### src/sv/rcfb_pkg.sv
// Shared action codes and cell control type for the packet buffer allocator.
package rcfb_pkg;

   localparam logic [2:0] ACT_ALLOC    = 3'd0;
   localparam logic [2:0] ACT_ADD_REF  = 3'd1;
   localparam logic [2:0] ACT_FREE     = 3'd2;
   localparam logic [2:0] ACT_REALLOC  = 3'd3;
   localparam logic [2:0] ACT_CONTAINS = 3'd4;

   // Control word driven to each slot cell
   typedef struct packed {
      logic launch;   // restart the free-slot search
      logic first;    // this cell takes the token on launch
      logic set;      // mark the slot in use
      logic clr;      // mark the slot free
   } slot_ctl_type;

endpackage

### src/sv/rcfb_align.sv
// Two-stage round-up of a byte count to the alignment, by reciprocal multiply.
module rcfb_align #(
   parameter int ALIGN_BYTES = 4
) (
   input  logic        clock,
   input  logic [16:0] value,
   output logic [17:0] rounded
);
   import rcfb_pkg::*;

   localparam int          KS    = 17;
   localparam logic [17:0] RECIP = 18'((1 << KS) / ALIGN_BYTES);
   localparam logic [16:0] AL17  = 17'(ALIGN_BYTES);

   logic [34:0] prod;
   logic [16:0] quot_ff, quot_in;
   logic [16:0] val_ff;
   logic [16:0] base, rem, remc;
   logic [17:0] rounded_ff, rounded_in;

   // Estimate the quotient, low by at most one
   assign prod    = 35'(value) * 35'(RECIP);
   assign quot_in = prod[33:17];

   // Fix the remainder and round up
   always_comb begin
      base = 17'(quot_ff * AL17);
      rem  = val_ff - base;
      remc = (rem >= AL17) ? rem - AL17 : rem;
      if (remc != '0) begin
         rounded_in = {1'b0, val_ff} + {1'b0, AL17} - {1'b0, remc};
      end else begin
         rounded_in = {1'b0, val_ff};
      end
   end

   always_ff @(posedge clock) begin
      val_ff     <= value;
      quot_ff    <= quot_in;
      rounded_ff <= rounded_in;
   end

   assign rounded = rounded_ff;

endmodule

### config.mk
export PLATFORM = sky130hd
export DESIGN_NAME = rcfb_align
export DESIGN_NICKNAME = d
export VERILOG_FILES = /design/src/sv/rcfb_pkg.sv /design/src/sv/rcfb_align.sv
export SDC_FILE = /design/constraint.sdc
export NUM_CORES = 1
export LEC_CHECK = 0
export ABC_CLOCK_PERIOD_IN_PS = 5300
export BUFFER_PORTS_ARGS = -buffer_cell sky130_fd_sc_hd__buf_4
export CAP_MARGIN = 10
export CELL_PAD_IN_SITES_DETAIL_PLACEMENT = 1
export CELL_PAD_IN_SITES_GLOBAL_PLACEMENT = 2
export CORE_AREA = 2 2 106 57
export DETAILED_ROUTE_END_ITERATION = 10
export DIE_AREA = 0 0 108 59
export GPL_TIMING_DRIVEN = 0
export PLACE_DENSITY = 0.82
export SYNTH_ARGS = -nofsm -noshare
export SYNTH_HDL_FRONTEND = slang
export SYNTH_SLANG_ARGS = --single-unit
### constraint.sdc
create_clock -name clock -period 5.3 [get_ports clock]
set_input_delay 0.53 -clock clock [delete_from_list [all_inputs] [get_ports clock]]
set_output_delay 0.53 -clock clock [all_outputs]
set_load 0.01 [all_outputs]
; ---- Word level (Yosys, flattened, before mapping)
; Cells that the tools add are included.
[word_totals]
regBits = 50
output_inout_bits = 18
wordCells = 12
[classes]
addsub = 4
n_lt_le_gt_ge = 1
n_mux = 2
n_reduce_logical = 1
[ops]
columns = op, count
row1 = 17-bit 2-to-1 mux, 2
row2 = "17-bit by 3-bit adder with 18-bit output, second input constant", 1
row3 = 18-bit by 17-bit subtractor with 18-bit output, 1
row4 = "17-bit by 3-bit >= comparator with 1-bit output, second input constant", 1
row5 = 17-bit nonzero test, 1
row6 = 17-bit subtractor, 1
row7 = "17-bit by 3-bit subtractor with 17-bit output, second input constant", 1

; ---- Longest topological paths before layout
[logic_depth]
depth_word = 5
mapped_depth = 8
depth_no_buf = 7

; ---- Worst setup path after synthesis
; Ideal clock, no wire load.
[synth_path]
path_type = register to register
start = register val_ff[3]
end = register rounded_ff[16], in the netlist rounded[16]
setup_ps = 122
t_arrival_ps = 1791
required_ps = 5178
setup_slack_ps = 3387
path_stages_with_launch = 8
n_path_buf = 0
period_less_slack_ps = 1913
path_cell_list = dfxtp_1 > inv_1 > ha_1 > o21ba_2 > o221a_4 > o21bai_4 > nor2_1 > a311o_1
[synth_between]
elab_chain_cells = 5
word_cells_on_any_way = 8
cone_classes = add/sub: 4 / order compare: 1 / mux: 2 / reduce/logical: 1
[synth_rtl]
columns = item, line_no
row1 = from (decl), rcfb_align.sv:17  ; logic [16:0] val_ff;
row2 = from (signal assigned), rcfb_align.sv:38  ; val_ff <= value;
row3 = 17-bit subtractor, rcfb_align.sv:28  ; rem = val_ff - base;
row4 = 17-bit by 3-bit subtractor with 17-bit output or 17-bit by 3-bit >= comparator with 1-bit output (tied branches), rcfb_align.sv:29  ; remc = (rem >= AL17) ? rem - AL17 : rem;
row5 = 17-bit 2-to-1 mux, rcfb_align.sv:29
row6 = 18-bit by 17-bit subtractor with 18-bit output or 17-bit nonzero test (tied branches), "rcfb_align.sv:31, rcfb_align.sv:30"
row7 = 17-bit 2-to-1 mux (*), rcfb_align.sv:30  ; if (remc != '0) begin
row8 = net rounded_in[16], rcfb_align.sv:19  ; logic [17:0] rounded_ff, rounded_in;
row9 = to (signal assigned), rcfb_align.sv:40  ; rounded_ff <= rounded_in;
row10 = to (decl), rcfb_align.sv:19
; The timed path passes the listed nets; every way through them passes the cells marked *.
; A chain may end at the register's enable or synchronous reset.

; ---- Final worst setup path
; Ends and elaborated chain as after synthesis.

==> run summary <==
The total setup buffers inserted after CTS is 0. The count of cell types in the netlist is 43. Power spread over the standard cell area amounts to about 300 mW/mm². The end of the worst register-to-register path is rounded[16].

The hold violation count in the final report came out at 0. Before CTS, the worst setup slack after placement is 3.15 ns. Counting instances, the worst hold path has a depth of 1. TritonCTS built the clock tree. The logic depth of the worst setup path including buffers came out at 7. The I/O pin count came out at 36. The max-slew violation total from the final report came out at 0. The antenna diode instance count is 0. Input and output buffers added on the ports amount to 35. At the worst endpoint, the required time is ~5.5 ns. The share of total power in the clock network is 0.280. The number of enable-type register cells in the synthesized netlist is 0. The fraction of final layout cells with drive strength greater than 1 came out at 0.206. The mean cell area of the mapped netlist is 8.66 µm². The number of antenna violations at the first check in global routing came out at 0. The number of clock buffers inserted by TritonCTS is 5. The detail route stage leaves a number of antenna-violating nets equal to 0.

The root buffer cell chosen for the clock tree is clkbuf_8. Cell internal power was estimated by the tool at about 0.00047 W. The total of max-cap violations came out at 0.

The cell family contributing the most delay on the critical path is compound AO/OA/AOI/OAI gates. Among all stages on the critical path, the largest delay is contributed by dfxtp_1. The longest clock path from root to sink contains 2 buffers.

The static leakage is roughly 1.0 nW. The horizontal die dimension came out at roughly 110 µm. The global-route congestion overflow total is 0. The combined area of all synthesized cells is 0.00180 mm².

The cell count after synthesis came out at about 210. The cts-stage hold buffer count came out at 0. The flow ran to the end, and the final reports show no timing, DRC or antenna violations.

Summing over every cut layer, the via total after detailed routing is between 1500 and 2000. The number of filler instances in the final layout came out at 647. Entering global routing, the biggest net connects 12 pins.

Setup repair after global routing left no endpoint under its margin. The final wirelength came out at ~4500 µm. The final weighted congestion in routability-driven placement is 0.826. Counting every sink on the clock net gives 35. The summed negative setup slack over all endpoints came out at 0 ns. The die outline area is 0.00637 mm². The Yosys warning count came out at 0. Of the total power, registers draw 0.447. At the end of the flow, the number of nets in the layout was roughly 290. The worst-case hold path end point is val_ff[13]. The largest driver fanout on the critical path is 7. The die height is roughly 60 µm. The depth of the worst register-to-register path came out at 7. After clock tree synthesis, the clock-pin slew on the worst setup and hold paths is approximately 0.07 ns. The final setup skew came out at about 0.0050 ns. The worst hold slack across all endpoints came out at about 0.33 ns. The slew of the pin with the lowest slew margin came out at 0.610 ns. For this run, design rule violations remaining after detail routing come to 0.

Headroom to the max-slew limit came out at 0.593. Setup slack on the worst reg-to-reg path comes out at about 3.2 ns. Once the clock tree was built, the resizer swapped 0 gates to a different size. The overall power consumption came out at ~0.0007 W. The global-route wire length before repair is roughly 7700 µm. The sequential cell area fraction in the yosys report came out at 0.389. The worst setup path is of the flip-flop to flip-flop kind. The post-placement cell area came out at around 0.0022 mm². The startpoint identified for the worst register-to-register timing path is val_ff[3]. The minimum clock period after layout came out at 2.12 ns. The longest individual stage delay on the worst path came out at roughly 0.46 ns.

The clock latency on the worst-skew pair is approximately 0.3 ns. The share of synthesized registers carrying an async set or reset came out at 0. The final instance area is between 0.002 and 0.0025 mm². The arrival time of data at the critical path endpoint came out at 2.30 ns. The startpoint identified for the worst hold timing path is value[13].

The flip-flop and latch count after synthesis is 35. The core region is between 0.005 and 0.006 mm². The worst-case IR drop observed on VDD is about 0.11 mV. Dividing the final minimum period by the clock period gives 0.400. The routed via count divided by cell count came out at a little under 5.

The switching component of the power came out at ~0.00021 W. The worst setup path is launched from a flip-flop. Of the total power, the share spent switching nets is 0.306. The number of rows in the core area came out at 19.

The detailed-routing iteration count for the pre-antenna-repair pass came out at 4. The clock tree synthesis step divided the H-tree into 2 levels. The number of global-route vias before repair came out at around 1600. The critical path goes through inv_1 > ha_1 > o21ba_2 > o221a_4 > o21bai_4 > nor2_1 > a311o_1. For this block, the initial DRC count from the detailed router was 53. Setup violations remaining at the end of the flow were counted as 0. The total buffers and inverters traversed by the critical path came out at 1. Across every metal layer, demand over resource in global routing totals 0.160. The path category of the worst min-delay check is input pin to flip-flop. The initial core utilization is 0.337.

The maximum operating frequency came out at between 0.4 and 0.5 GHz. After legalization and detailed placement, the total HPWL measured between 3000 and 4000 µm. The top flip-flop cell by instance count after synthesis is dfxtp_1. The synthesis-to-finish area growth came out at 24.6%.

The share of power burned in combinational logic came out at 0.274. The kind of end point of the critical path is a flip-flop. The routed length per instance is between 10 and 15 µm. The worst path setup slack after routing is ~3.2 ns.
-- cell type report --
cell class | instances | area [µm²] | share of cell area
flip-flops and latches | 35 | 701 | 0.312
well taps | 73 | 91.3 | 0.0407
clock inverters | 2 | 12.5 | 0.00557
multi-input cells | 147 | 993 | 0.443
clock buffers | 6 | 72.6 | 0.0323
repair buffers | 35 | 263 | 0.117
inverters | 20 | 75.1 | 0.0334
plain buffers | 7 | 36.3 | 0.0162
-- stage by stage --
stage	util	instances
after global placement	0.404	317
after global routing	0.420	325
after CTS	0.420	325
after detailed placement	0.404	317
final	0.420	325
after floorplan	-	209
-- placed cells by master (no fill, tap or decap), types with 3 or more instances in the layout --
master    instances
nand4_1           3
nor2_1           18
ha_1             17
or3_1             3
o211ai_1          3
nand2_1          16
clkbuf_1          4
o21ai_0          16
clkbuf_8          5
nand3_1           5
buf_4            35
dfxtp_1          35
inv_1            20
xnor2_1           4
a21oi_1          22
xor2_1            6
-- kinds of logic (layout without fill, tap and decap cells) --
family,after synthesis,count (layout),share of synthesized area
compound gates,62,62,0.234
simple gates,54,54,0.135
fa+ha+maj,17,17,0.118
xor+xnor,10,10,0.0486
flops,35,35,0.389
mux,2,2,0.0111
other cells,1,2,0.00208
buf+inv,27,70,0.0618
-- registers in the layout, indices dropped and copies added (netlist names) --
name     flops
quot_ff      1
rounded     18
val_ff      16
-- synthesized netlist by cell type (3+ instances only) --
master     n  share of area
xor2_1     6          0.029
xnor2_1    4          0.019
o211ai_1   3          0.012
ha_1      17           0.12
nand3_1    5          0.014
nand2_1   16          0.033
clkbuf_1   3         0.0062
inv_1     20          0.042
nand4_1    3          0.010
nor2_1    18          0.037
a21oi_1   22          0.061
or3_1      3          0.010
o21ai_0   16          0.044
dfxtp_1   35           0.39
-- layer usage --
layer | up-vias | track usage | share of wire
met5 | - | 0 | 0
met4 | 0 | 0.0604 | 0.014
met3 | 6 | 0.0462 | 0.036
met2 | 21 | 0.241 | 0.42
met1 | 734 | 0.219 | 0.53
li1 | 810 | - | -
-- how the worst max path moves through the flow --
stage,from,endpoint
2_1_floorplan,val_ff[3],rounded[16]
3_3_place_gp,val_ff[14],rounded[15]
3_5_place_dp,val_ff[14],rounded[15]
4_1_cts,val_ff[14],rounded[15]
5_1_grt,val_ff[9],rounded[10]
6_report,val_ff[3],rounded[16]
-- power groups by stage --
stage	sequential [W]	combinational [W]	clock (W)
finish	0.000305	0.000187	0.000191
floorplan	0.000321	0.000106	0
CTS	0.000306	0.000188	0.000201
detailed placement	0.000311	0.000188	0
global route	0.000309	0.000209	0.000216
global placement	0.000310	0.000184	0
No activity file was read; power rests on OpenSTA's default activity.
